==> src/rtl/core/trcp_pkg.sv <==
// ----------------------------------------------------------------------------
// trcp_pkg
// Shared types, codes and palette lookups for the text cell pixel renderer.
// ----------------------------------------------------------------------------
package trcp_pkg;

  // Field widths of the pixel beat
  localparam int unsigned CELL_ROW_W   = 5;
  localparam int unsigned CELL_COL_W   = 6;
  localparam int unsigned PIX_ROW_W    = 4;
  localparam int unsigned PIX_COL_W    = 3;
  localparam int unsigned ATTR_W       = 15;
  localparam int unsigned GLYPH_W      = 8;
  localparam int unsigned GLYPH_SIZE_W = 4;
  localparam int unsigned COLOR_W      = 32;
  localparam int unsigned FRAME_W      = 9;

  // Configuration port
  localparam int unsigned CFG_INDEX_W = 3;
  localparam int unsigned CFG_DATA_W  = 6;

  // Widest glyph row in dots
  localparam logic [GLYPH_SIZE_W-1:0] GLYPH_MAX_WIDE = 4'd8;

  localparam logic [COLOR_W-1:0] COLOR_CLEAR = 32'h0000_0000;

  typedef enum logic [CFG_INDEX_W-1:0] {
    CFG_FAST_BLINK_PHASE = 3'd0,
    CFG_SLOW_BLINK_PHASE = 3'd1,
    CFG_CURSOR_ROW       = 3'd2,
    CFG_CURSOR_COLUMN    = 3'd3,
    CFG_CURSOR_SHOWN     = 3'd4
  } cfg_reg_t;

  typedef enum logic [1:0] {
    INTEN_NORMAL = 2'd0,
    INTEN_FAINT  = 2'd1,
    INTEN_BOLD   = 2'd2
  } intensity_t;

  // Blink rates: off, long period (slow), short period (fast)
  typedef enum logic [1:0] {
    BLINK_OFF   = 2'd0,
    BLINK_LONG  = 2'd1,
    BLINK_SHORT = 2'd2
  } blink_t;

  typedef enum logic [1:0] {
    UL_NONE   = 2'd0,
    UL_SINGLE = 2'd1,
    UL_DOUBLE = 2'd2
  } underline_t;

  // One pixel beat as held in the input stage
  typedef struct packed {
    logic [CELL_ROW_W-1:0]   cell_row;
    logic [CELL_COL_W-1:0]   cell_column;
    logic [PIX_ROW_W-1:0]    pixel_row;
    logic [PIX_COL_W-1:0]    pixel_column;
    logic [ATTR_W-1:0]       cell_attributes;
    logic [GLYPH_W-1:0]      glyph_row_bits;
    logic [GLYPH_SIZE_W-1:0] glyph_bits_wide;
    logic [GLYPH_SIZE_W-1:0] glyph_rows_tall;
  } pixel_in_t;

  // Choose one of the three intensity shades; unknown codes fall to normal
  function automatic logic [COLOR_W-1:0] pick_shade(
    input logic [1:0]         inten,
    input logic [COLOR_W-1:0] normal,
    input logic [COLOR_W-1:0] faint,
    input logic [COLOR_W-1:0] bold
  );
    logic [COLOR_W-1:0] shade;
    case (inten)
      INTEN_FAINT: shade = faint;
      INTEN_BOLD:  shade = bold;
      default:     shade = normal;
    endcase
    return shade;
  endfunction

  // Foreground palette; codes 9 and up are transparent
  function automatic logic [COLOR_W-1:0] fore_color(
    input logic [3:0] code,
    input logic [1:0] inten
  );
    logic [COLOR_W-1:0] color;
    case (code)
      4'd0:    color = pick_shade(inten, 32'hffeeee88, 32'hff888888, 32'hffffff88);
      4'd1:    color = pick_shade(inten, 32'hff000000, 32'hff000000, 32'hff000000);
      4'd2:    color = pick_shade(inten, 32'hffee0000, 32'hff880000, 32'hffff0000);
      4'd3:    color = pick_shade(inten, 32'hff00ee00, 32'hff008800, 32'hff00ff00);
      4'd4:    color = pick_shade(inten, 32'hffeeee00, 32'hff888800, 32'hffffff00);
      4'd5:    color = pick_shade(inten, 32'hff0000ee, 32'hff000088, 32'hff0000ff);
      4'd6:    color = pick_shade(inten, 32'hffee00ee, 32'hff880088, 32'hffff00ff);
      4'd7:    color = pick_shade(inten, 32'hff00eeee, 32'hff008888, 32'hff00ffff);
      4'd8:    color = pick_shade(inten, 32'hffeeeeee, 32'hff888888, 32'hffffffff);
      default: color = COLOR_CLEAR;
    endcase
    return color;
  endfunction

  // Background palette; code 0 and codes 9 and up are transparent
  function automatic logic [COLOR_W-1:0] back_color(input logic [3:0] code);
    logic [COLOR_W-1:0] color;
    case (code)
      4'd1:    color = 32'hff000000;
      4'd2:    color = 32'hffee0000;
      4'd3:    color = 32'hff00ee00;
      4'd4:    color = 32'hffeeee00;
      4'd5:    color = 32'hff0000ee;
      4'd6:    color = 32'hffee00ee;
      4'd7:    color = 32'hff00eeee;
      4'd8:    color = 32'hffeeeeee;
      default: color = COLOR_CLEAR;
    endcase
    return color;
  endfunction

endpackage

==> src/rtl/core/trcp_pixel_if.sv <==
// ----------------------------------------------------------------------------
// trcp_pixel_if
// Valid/ready channel carrying one pixel beat into the renderer.
// ----------------------------------------------------------------------------
interface trcp_pixel_if;
  logic                                valid;
  logic                                ready;
  logic [trcp_pkg::CELL_ROW_W-1:0]     cell_row;
  logic [trcp_pkg::CELL_COL_W-1:0]     cell_column;
  logic [trcp_pkg::PIX_ROW_W-1:0]      pixel_row;
  logic [trcp_pkg::PIX_COL_W-1:0]      pixel_column;
  logic [trcp_pkg::ATTR_W-1:0]         cell_attributes;
  logic [trcp_pkg::GLYPH_W-1:0]        glyph_row_bits;
  logic [trcp_pkg::GLYPH_SIZE_W-1:0]   glyph_bits_wide;
  logic [trcp_pkg::GLYPH_SIZE_W-1:0]   glyph_rows_tall;

  modport source (
    output valid, cell_row, cell_column, pixel_row, pixel_column,
           cell_attributes, glyph_row_bits, glyph_bits_wide, glyph_rows_tall,
    input  ready
  );

  modport sink (
    input  valid, cell_row, cell_column, pixel_row, pixel_column,
           cell_attributes, glyph_row_bits, glyph_bits_wide, glyph_rows_tall,
    output ready
  );
endinterface

==> src/rtl/core/trcp_color_if.sv <==
// ----------------------------------------------------------------------------
// trcp_color_if
// Valid/ready channel carrying one rendered pixel beat out of the renderer.
// ----------------------------------------------------------------------------
interface trcp_color_if;
  logic                           valid;
  logic                           ready;
  logic [trcp_pkg::COLOR_W-1:0]   pixel_color;
  logic [trcp_pkg::FRAME_W-1:0]   frame_x;
  logic [trcp_pkg::FRAME_W-1:0]   frame_y;

  modport source (
    output valid, pixel_color, frame_x, frame_y,
    input  ready
  );

  modport sink (
    input  valid, pixel_color, frame_x, frame_y,
    output ready
  );
endinterface

==> src/rtl/core/trcp_cfg_if.sv <==
// ----------------------------------------------------------------------------
// trcp_cfg_if
// Register write channel: register index and write data per beat.
// ----------------------------------------------------------------------------
interface trcp_cfg_if;
  logic                               valid;
  logic                               ready;
  logic [trcp_pkg::CFG_INDEX_W-1:0]   index;
  logic [trcp_pkg::CFG_DATA_W-1:0]    data;

  modport source (
    output valid, index, data,
    input  ready
  );

  modport sink (
    input  valid, index, data,
    output ready
  );
endinterface

==> src/rtl/core/text_cell_pixel_renderer.sv <==
// ----------------------------------------------------------------------------
// text_cell_pixel_renderer
// Pipeline: each input beat is registered in the input stage, then in the result stage.
// Throughput: one pixel per cycle; the result register stalls only on out_ch.ready.
// Reset: synchronous active-low rst_n clears both stage valids and the
// registers (blink phases and cursor position to 0, cursor shown to 1).
// ----------------------------------------------------------------------------
module text_cell_pixel_renderer #(
  parameter int unsigned GRID_ROWS    = 32,
  parameter int unsigned GRID_COLUMNS = 64,
  parameter int unsigned CELL_WIDTH   = 8,
  parameter int unsigned CELL_HEIGHT  = 12
) (
  input  logic               clk,
  input  logic               rst_n,
  trcp_pixel_if.sink         in_ch,
  trcp_color_if.source       out_ch,
  trcp_cfg_if.sink           cfg_ch
);

  localparam int unsigned MUL_W = 16;

  // Configuration registers
  logic                                fast_phase_r;
  logic                                slow_phase_r;
  logic [trcp_pkg::CELL_ROW_W-1:0]     cursor_row_r;
  logic [trcp_pkg::CELL_COL_W-1:0]     cursor_col_r;
  logic                                cursor_shown_r;

  // Pipeline registers
  logic                                s1_valid_r;
  trcp_pkg::pixel_in_t                 s1_data_r;
  logic                                out_valid_r;
  logic [trcp_pkg::COLOR_W-1:0]        out_color_r;
  logic [trcp_pkg::FRAME_W-1:0]        out_x_r;
  logic [trcp_pkg::FRAME_W-1:0]        out_y_r;

  // Render logic
  logic                                s1_advance;
  logic                                in_fire;
  logic [3:0]                          fg_code;
  logic [3:0]                          bg_code;
  logic [1:0]                          inten;
  logic                                negative;
  trcp_pkg::blink_t                    blink;
  trcp_pkg::underline_t                uline;
  logic [trcp_pkg::COLOR_W-1:0]        fg_base;
  logic [trcp_pkg::COLOR_W-1:0]        bg_base;
  logic                                blink_on;
  logic                                cursor_hit;
  logic                                swap;
  logic [trcp_pkg::COLOR_W-1:0]        fg_final;
  logic [trcp_pkg::COLOR_W-1:0]        bg_final;
  logic [trcp_pkg::GLYPH_SIZE_W-1:0]   wide_clamp;
  logic [trcp_pkg::GLYPH_SIZE_W-1:0]   tall;
  logic [trcp_pkg::GLYPH_SIZE_W-1:0]   prow;
  logic [trcp_pkg::GLYPH_SIZE_W-1:0]   pcol_ext;
  logic [trcp_pkg::GLYPH_SIZE_W-1:0]   bit_idx;
  logic                                pix_visible;
  logic                                ul_bottom;
  logic                                ul_second;
  logic                                glyph_dot;
  logic [trcp_pkg::COLOR_W-1:0]        color_nxt;
  logic [MUL_W-1:0]                    frame_x_full;
  logic [MUL_W-1:0]                    frame_y_full;

  // Handshake: result register parts the two sides
  assign s1_advance = !out_valid_r || out_ch.ready;
  assign in_ch.ready = !s1_valid_r || s1_advance;
  assign in_fire = in_ch.valid && in_ch.ready;
  assign cfg_ch.ready = 1'b1;

  // Configuration writes; unknown indexes are dropped
  always_ff @(posedge clk) begin
    if (!rst_n) begin
      fast_phase_r   <= 1'b0;
      slow_phase_r   <= 1'b0;
      cursor_row_r   <= '0;
      cursor_col_r   <= '0;
      cursor_shown_r <= 1'b1;
    end else if (cfg_ch.valid && cfg_ch.ready) begin
      case (cfg_ch.index)
        trcp_pkg::CFG_FAST_BLINK_PHASE: fast_phase_r   <= cfg_ch.data[0];
        trcp_pkg::CFG_SLOW_BLINK_PHASE: slow_phase_r   <= cfg_ch.data[0];
        trcp_pkg::CFG_CURSOR_ROW:
          cursor_row_r <= cfg_ch.data[trcp_pkg::CELL_ROW_W-1:0];
        trcp_pkg::CFG_CURSOR_COLUMN:
          cursor_col_r <= cfg_ch.data[trcp_pkg::CELL_COL_W-1:0];
        trcp_pkg::CFG_CURSOR_SHOWN:     cursor_shown_r <= cfg_ch.data[0];
        default: ;
      endcase
    end
  end

  // Input stage: valid flag
  always_ff @(posedge clk) begin
    if (!rst_n) begin
      s1_valid_r <= 1'b0;
    end else if (in_ch.ready) begin
      s1_valid_r <= in_ch.valid;
    end
  end

  // Input stage: capture the beat
  always_ff @(posedge clk) begin
    if (in_fire) begin
      s1_data_r.cell_row        <= in_ch.cell_row;
      s1_data_r.cell_column     <= in_ch.cell_column;
      s1_data_r.pixel_row       <= in_ch.pixel_row;
      s1_data_r.pixel_column    <= in_ch.pixel_column;
      s1_data_r.cell_attributes <= in_ch.cell_attributes;
      s1_data_r.glyph_row_bits  <= in_ch.glyph_row_bits;
      s1_data_r.glyph_bits_wide <= in_ch.glyph_bits_wide;
      s1_data_r.glyph_rows_tall <= in_ch.glyph_rows_tall;
    end
  end

  // Decode attributes and look up palettes
  always_comb begin
    fg_code  = s1_data_r.cell_attributes[3:0];
    bg_code  = s1_data_r.cell_attributes[7:4];
    inten    = s1_data_r.cell_attributes[9:8];
    negative = s1_data_r.cell_attributes[10];
    blink    = trcp_pkg::blink_t'(s1_data_r.cell_attributes[12:11]);
    uline    = trcp_pkg::underline_t'(s1_data_r.cell_attributes[14:13]);
    fg_base  = trcp_pkg::fore_color(fg_code, inten);
    bg_base  = trcp_pkg::back_color(bg_code);
  end

  // Swap colors for polarity against blink phase, then again at the cursor
  always_comb begin
    blink_on   = ((blink == trcp_pkg::BLINK_SHORT) && fast_phase_r) ||
                 ((blink == trcp_pkg::BLINK_LONG) && slow_phase_r);
    cursor_hit = (s1_data_r.cell_row == cursor_row_r) &&
                 (s1_data_r.cell_column == cursor_col_r) && cursor_shown_r;
    swap       = (negative ^ blink_on) ^ cursor_hit;
    fg_final   = swap ? bg_base : fg_base;
    bg_final   = swap ? fg_base : bg_base;
  end

  // Pick the pixel: clear outside the box, underline rows, glyph dot
  always_comb begin
    wide_clamp = (s1_data_r.glyph_bits_wide > trcp_pkg::GLYPH_MAX_WIDE) ?
                 trcp_pkg::GLYPH_MAX_WIDE : s1_data_r.glyph_bits_wide;
    tall       = s1_data_r.glyph_rows_tall;
    prow       = s1_data_r.pixel_row;
    pcol_ext   = {1'b0, s1_data_r.pixel_column};
    bit_idx    = wide_clamp - pcol_ext - 4'd1;

    pix_visible = (32'(s1_data_r.cell_row) < GRID_ROWS) &&
                  (32'(s1_data_r.cell_column) < GRID_COLUMNS) &&
                  (32'(prow) < CELL_HEIGHT) &&
                  (32'(pcol_ext) < CELL_WIDTH) &&
                  (pcol_ext < wide_clamp) && (prow < tall);

    ul_bottom = ((uline == trcp_pkg::UL_SINGLE) || (uline == trcp_pkg::UL_DOUBLE)) &&
                (prow == tall - 4'd1);
    ul_second = (uline == trcp_pkg::UL_DOUBLE) && (tall >= 4'd2) &&
                (prow == tall - 4'd2);
    glyph_dot = s1_data_r.glyph_row_bits[bit_idx[2:0]];

    if (!pix_visible) begin
      color_nxt = trcp_pkg::COLOR_CLEAR;
    end else if (ul_bottom || ul_second || glyph_dot) begin
      color_nxt = fg_final;
    end else begin
      color_nxt = bg_final;
    end
  end

  // Frame position, wrapped to the output width
  assign frame_x_full = MUL_W'(s1_data_r.cell_column) * MUL_W'(CELL_WIDTH) +
                        MUL_W'(s1_data_r.pixel_column);
  assign frame_y_full = MUL_W'(s1_data_r.cell_row) * MUL_W'(CELL_HEIGHT) +
                        MUL_W'(s1_data_r.pixel_row);

  // Result stage: valid flag
  always_ff @(posedge clk) begin
    if (!rst_n) begin
      out_valid_r <= 1'b0;
    end else if (s1_advance) begin
      out_valid_r <= s1_valid_r;
    end
  end

  // Result stage: hold while stalled, load on advance
  always_ff @(posedge clk) begin
    if (s1_advance && s1_valid_r) begin
      out_color_r <= color_nxt;
      out_x_r     <= frame_x_full[trcp_pkg::FRAME_W-1:0];
      out_y_r     <= frame_y_full[trcp_pkg::FRAME_W-1:0];
    end
  end

  assign out_ch.valid       = out_valid_r;
  assign out_ch.pixel_color = out_color_r;
  assign out_ch.frame_x     = out_x_r;
  assign out_ch.frame_y     = out_y_r;

`ifndef SYNTHESIS
  // An accepted beat lands in the input stage
  a_in_to_s1: assert property (@(posedge clk) disable iff (!rst_n)
    in_fire |=> s1_valid_r)
    else $error("accepted beat not held in input stage");

  // A held beat moves into an empty result register
  a_s1_to_out: assert property (@(posedge clk) disable iff (!rst_n)
    (s1_valid_r && !out_valid_r) |=> out_valid_r)
    else $error("input stage did not advance into empty result register");

  // Pixels outside the glyph box or grid come out clear
  a_clear_outside: assert property (@(posedge clk) disable iff (!rst_n)
    (s1_valid_r && s1_advance && !pix_visible) |=>
      (out_color_r == trcp_pkg::COLOR_CLEAR))
    else $error("pixel outside the box was painted");

  // Reset empties the result register
  a_reset_empty: assert property (@(posedge clk)
    !rst_n |=> !out_valid_r)
    else $error("result valid after reset");
`endif

endmodule

==> src/flat_wrapper.sv <==
// flat-port wrapper written by rule: the top's interface ports become plain ports
module text_cell_pixel_renderer_flat 
#(
  parameter int unsigned GRID_ROWS    = 32,
  parameter int unsigned GRID_COLUMNS = 64,
  parameter int unsigned CELL_WIDTH   = 8,
  parameter int unsigned CELL_HEIGHT  = 12
)
  (clk, rst_n, in_ch_valid, in_ch_cell_row, in_ch_cell_column, in_ch_pixel_row, in_ch_pixel_column, in_ch_cell_attributes, in_ch_glyph_row_bits, in_ch_glyph_bits_wide, in_ch_glyph_rows_tall, in_ch_ready, out_ch_valid, out_ch_pixel_color, out_ch_frame_x, out_ch_frame_y, out_ch_ready, cfg_ch_valid, cfg_ch_index, cfg_ch_data, cfg_ch_ready);
  trcp_pixel_if in_ch_i ();
  trcp_color_if out_ch_i ();
  trcp_cfg_if cfg_ch_i ();
  input  logic clk;
  input  logic rst_n;
  input wire logic [$bits(in_ch_i.valid)-1:0] in_ch_valid;
  input wire logic [$bits(in_ch_i.cell_row)-1:0] in_ch_cell_row;
  input wire logic [$bits(in_ch_i.cell_column)-1:0] in_ch_cell_column;
  input wire logic [$bits(in_ch_i.pixel_row)-1:0] in_ch_pixel_row;
  input wire logic [$bits(in_ch_i.pixel_column)-1:0] in_ch_pixel_column;
  input wire logic [$bits(in_ch_i.cell_attributes)-1:0] in_ch_cell_attributes;
  input wire logic [$bits(in_ch_i.glyph_row_bits)-1:0] in_ch_glyph_row_bits;
  input wire logic [$bits(in_ch_i.glyph_bits_wide)-1:0] in_ch_glyph_bits_wide;
  input wire logic [$bits(in_ch_i.glyph_rows_tall)-1:0] in_ch_glyph_rows_tall;
  output wire logic [$bits(in_ch_i.ready)-1:0] in_ch_ready;
  output wire logic [$bits(out_ch_i.valid)-1:0] out_ch_valid;
  output wire logic [$bits(out_ch_i.pixel_color)-1:0] out_ch_pixel_color;
  output wire logic [$bits(out_ch_i.frame_x)-1:0] out_ch_frame_x;
  output wire logic [$bits(out_ch_i.frame_y)-1:0] out_ch_frame_y;
  input wire logic [$bits(out_ch_i.ready)-1:0] out_ch_ready;
  input wire logic [$bits(cfg_ch_i.valid)-1:0] cfg_ch_valid;
  input wire logic [$bits(cfg_ch_i.index)-1:0] cfg_ch_index;
  input wire logic [$bits(cfg_ch_i.data)-1:0] cfg_ch_data;
  output wire logic [$bits(cfg_ch_i.ready)-1:0] cfg_ch_ready;
  assign in_ch_i.valid = in_ch_valid;
  assign in_ch_i.cell_row = in_ch_cell_row;
  assign in_ch_i.cell_column = in_ch_cell_column;
  assign in_ch_i.pixel_row = in_ch_pixel_row;
  assign in_ch_i.pixel_column = in_ch_pixel_column;
  assign in_ch_i.cell_attributes = in_ch_cell_attributes;
  assign in_ch_i.glyph_row_bits = in_ch_glyph_row_bits;
  assign in_ch_i.glyph_bits_wide = in_ch_glyph_bits_wide;
  assign in_ch_i.glyph_rows_tall = in_ch_glyph_rows_tall;
  assign in_ch_ready = in_ch_i.ready;
  assign out_ch_valid = out_ch_i.valid;
  assign out_ch_pixel_color = out_ch_i.pixel_color;
  assign out_ch_frame_x = out_ch_i.frame_x;
  assign out_ch_frame_y = out_ch_i.frame_y;
  assign out_ch_i.ready = out_ch_ready;
  assign cfg_ch_i.valid = cfg_ch_valid;
  assign cfg_ch_i.index = cfg_ch_index;
  assign cfg_ch_i.data = cfg_ch_data;
  assign cfg_ch_ready = cfg_ch_i.ready;
  text_cell_pixel_renderer #(.GRID_ROWS(GRID_ROWS), .GRID_COLUMNS(GRID_COLUMNS), .CELL_WIDTH(CELL_WIDTH), .CELL_HEIGHT(CELL_HEIGHT)) u_core (.clk(clk), .rst_n(rst_n), .in_ch(in_ch_i), .out_ch(out_ch_i), .cfg_ch(cfg_ch_i));
endmodule
==> config.mk <==
export PLATFORM = sky130hd
export DESIGN_NAME = text_cell_pixel_renderer_flat
export DESIGN_NICKNAME = d
export VERILOG_FILES = /design/src/rtl/core/trcp_pkg.sv /design/src/rtl/core/trcp_pixel_if.sv /design/src/rtl/core/trcp_color_if.sv /design/src/rtl/core/trcp_cfg_if.sv /design/src/rtl/core/text_cell_pixel_renderer.sv /design/src/flat_wrapper.sv
export SDC_FILE = /design/constraint.sdc
export NUM_CORES = 1
export LEC_CHECK = 0
export BUFFER_PORTS_ARGS = -buffer_cell sky130_fd_sc_hd__buf_2
export CORE_UTILIZATION = 43
export CTS_BUF_LIST = sky130_fd_sc_hd__clkbuf_16
export DETAILED_ROUTE_END_ITERATION = 6
export PLACE_DENSITY_LB_ADDON = 0.25
export SYNTH_ARGS = -nofsm -noshare
export SYNTH_HDL_FRONTEND = slang
export SYNTH_SLANG_ARGS = --single-unit
==> constraint.sdc <==
create_clock -name clk -period 5.2 [get_ports clk]
set_input_delay 0 -clock clk [delete_from_list [all_inputs] [get_ports clk]]
set_output_delay 0 -clock clk [all_outputs]
set_load 0.02 [all_outputs]
==> run summary <==
Setup-violating endpoint count in the final report - 0
Count of buffers from port buffering - 114
Clock period minus worst slack - 2.89 ns
Power density over cell area - 306 mW/mm^2
Worst Tran Pin Value - 1.10 ns
Final Hold Fails - 0
Detail Route Antenna Nets - 0
Status - finished, final reports clean
Clk Latency, worst-skew pair - 0.35 ns
HPWL after detailed placement - 5.97 mm
IR Drop Worst-Case VDD - 0.249 mV
Maximum clock insertion buffer count - 2
Setup WS pre-CTS - 2.28 ns
DRT iter0 DRCs - 66
H-tree level count - 3
Cells traversed along the worst timing path - nor2b_1 -> ha_1 -> fa_1 -> mux4_1 -> mux2_2 -> a211oi_2 -> xnor2_2 -> nor4_1
Per-cell via count in the routed design - 4.78
Final GP Congestion - 0.766
Fraction of synthesized cell area taken by the top area cell type - 50.7%
Critical path data arrival time - 3.06 ns
Register area share after synthesis - 59.4%
Pins Over Slew Limit - 0
Core area - 0.0103 sq mm
Synthesized instance count - 338
Via count - 3062
TritonCTS clock tree - yes
Mapped Nets - 429
Critical setup path kind - flip-flop to flip-flop
Share of async-settable or async-resettable flops after synthesis - 0%
Total global routing overflow - 0
Worst hold path depth - 4
Delay of the slowest critical-path stage - 0.45 ns
Class of the most critical hold timing path - primary input to flip-flop
Number of antenna violations at the first check in global routing - 0
Die boundary height - 105 um
Most frequent cells in the layout - sky130_fd_sc_hd__buf_2 (114), sky130_fd_sc_hd__edfxtp_1 (77), sky130_fd_sc_hd__dlygate4sd3_1 (62)
Number of ports placed on the die boundary - 116
Maximum capacitance violations - 0
Global-route usage over all layers - 17.6%
Post-layout net count - 591
Clock transition at the registers of the reported paths - 0.06 ns
Horizontal extent of the die - 105 um
Setup repair after global routing missed its margin - false
Total wire length after detailed routing - 8.91 mm
Post-CTS Resized - 0
Slew Limit Headroom - 26.2%
Leading cell types by total area after synthesis - sky130_fd_sc_hd__edfxtp_1 (51%), sky130_fd_sc_hd__dfxtp_1 (8.8%), sky130_fd_sc_hd__ha_1 (6.9%)
Total Negative Setup Slacks - 0 ns
Avg Cell Area, Syn - 13.5 sq um
Final standard cell utilization of the core - 58.5%
Number of diodes - 0
Die Footprint - 0.0110 sq mm
Final Power - 1.85 mW
Final worst-path cycle share - 55.6%
Data required time of the worst path - 5.36 ns
Number of enable flip-flop cells after synthesis - 77
Synth-to-Final Area Change - 32.3%
Sinks on the clock net - 97
Layout cells sized above 1 - 26.7%
Post-synth design cell area - 0.00456 sq mm
Number of buffers added by the clock tree synthesis step - 9
Layout Skew - 0.00472 ns
Unique cell type count in the Yosys netlist - 39
First drt pass iteration count - 5
Critical-path cell with the highest stage delay - sky130_fd_sc_hd__fa_1
Post-synthesis cell type with the largest combined area - sky130_fd_sc_hd__edfxtp_1
Maximum clock rate - 346 MHz
Root buffer cell - sky130_fd_sc_hd__clkbuf_16
Total of warnings raised by yosys - 0
Wire length of the first global-routing pass - 14.5 mm
Initial standard-cell utilization of the core - 44.2%
#FFs+latches synth - 97
Most common library cell in the layout ignoring fill and taps - sky130_fd_sc_hd__buf_2
Top_reg_cell synth - sky130_fd_sc_hd__edfxtp_1
Detailed-route wire length per cell - 13.9 um
Maximum number of pins on one net before global-route repair - 50
Cell depth of the worst flop-to-flop path - 8
Number of global-route vias before repair - 3114
Final setup slack of the worst path - 2.31 ns
# DRC - 0
Static leakage - 2.53 nW
Number of cells in the design after placement - 563
Kind of launch point of the worst setup path - flip-flop
FP Rows - 37
Setup crit end kind - flip-flop
Number of cells in the finished layout apart from fillers - 641
Largest driver fanout on the critical path - 10
==> flip-flops by register name (all words and copies together) (netlist names), 5 cells and up <==
signal	flops
u_core.s1_data_r	25
u_core.out_ch.frame_x	9
u_core.out_ch.frame_y	9
u_core.out_ch.pixel_color	10
u_core.cursor_col_r	6
u_core.cursor_row_r	5
==> synthesized netlist by cell type (2+ instances only) <==
master and n:
sky130_fd_sc_hd__edfxtp_1 77, sky130_fd_sc_hd__a21oi_1 7, sky130_fd_sc_hd__a21o_1 3, sky130_fd_sc_hd__nand2_1 18, sky130_fd_sc_hd__nor4_1 5, sky130_fd_sc_hd__xor2_1 5, sky130_fd_sc_hd__nor2_1 6, sky130_fd_sc_hd__mux2i_1 25
sky130_fd_sc_hd__ha_1 25, sky130_fd_sc_hd__nor3_1 7, sky130_fd_sc_hd__xnor2_1 23, sky130_fd_sc_hd__nor2b_1 21, sky130_fd_sc_hd__mux4_1 2, sky130_fd_sc_hd__dfxtp_1 20, sky130_fd_sc_hd__nand3b_1 2, sky130_fd_sc_hd__or3_1 2
sky130_fd_sc_hd__nand4b_1 2, sky130_fd_sc_hd__inv_1 19, sky130_fd_sc_hd__nand4_1 4, sky130_fd_sc_hd__o21ai_0 7, sky130_fd_sc_hd__nor3b_1 2, sky130_fd_sc_hd__fa_1 3, sky130_fd_sc_hd__o21a_1 3, sky130_fd_sc_hd__a21boi_0 4
sky130_fd_sc_hd__nand2b_1 4, sky130_fd_sc_hd__buf_4 23, sky130_fd_sc_hd__nand3_1 4, sky130_fd_sc_hd__mux2_2 2, sky130_fd_sc_hd__clkbuf_1 3
==> metal layers <==
metal | global-route usage (%) | vias to the layer above | wire length [um]
met5 | 0 | - | 0
met4 | 6.04 | 0 | 119
met3 | 6.36 | 8 | 505
met2 | 31.4 | 106 | 4550
met1 | 19.2 | 1435 | 3740
li1 | - | 1513 | -
==> final cells by class <==
class	instances	area, sq um
Fill cell	819	4280
Sequential cell	97	2710
Multi-Input combinational cell	196	1600
Timing Repair Buffer	177	1200
Clock buffer	9	225
Tap cell	136	170
Inverter	19	71.3
Clock inverter	7	62.6
==> worst paths after layout <==
check                                              startpoint                                           to  slack, ns
worst min register to register   u_core.pcol_ext[0]$_DFFE_PN_           u_core.out_ch.frame_x[0]$_DFFE_PP_       0.46
worst max register to register  u_core.s1_data_r[7]$_DFFE_PN_  u_core.out_ch.pixel_color[20]$_SDFFCE_PN0P_       2.31
worst min-delay path                             cfg_ch_valid             u_core.slow_phase_r$_SDFFE_PN0P_       0.17
worst max-delay path            u_core.s1_data_r[7]$_DFFE_PN_  u_core.out_ch.pixel_color[20]$_SDFFCE_PN0P_       2.31
==> through the flow <==
step / instance area (sq um) / hold slack (ns)
floorplan: 4560 / 0.0989
global placement: 5130 / 0.177
finish: 6040 / 0.167
global route: 6040 / 0.175
CTS: 6040 / 0.139
detailed placement: 5130 / 0.178
==> kinds of logic (layout without fill, tap and decap cells) <==
group	count (synthesis)	in the layout	share of synthesized area [%]
flops	97	97	59.4
mux	29	29	7.13
compound gates	29	29	4.25
other cells	1	1	0.0822
xor+xnor	29	29	5.73
buf+inv	45	212	5.59
simple gates	80	80	9.62
fa+ha+maj	28	28	8.17
==> where the power goes <==
part	leakage (nW)	switching, mW	internal, mW
sequential	0.902	0.0240	0.891
clock	0.142	0.275	0.367
combinational	1.49	0.151	0.139
==> worst max-delay path, delay by kind of cell (launching register included) <==
kind            cells  cell delay [ns]
simple gates        2             0.53
xor+xnor            1             0.25
compound gates      1             0.27
mux                 2             0.58
fa+ha+maj           2             0.65
flops               1             0.44
==> repair_timing <==
action	CTS	global route
endpoints found under the hold margin	64	0
hold buffers	62	0
setup buffers	0	0
Note: power is estimated with default switching activity, not from simulation.
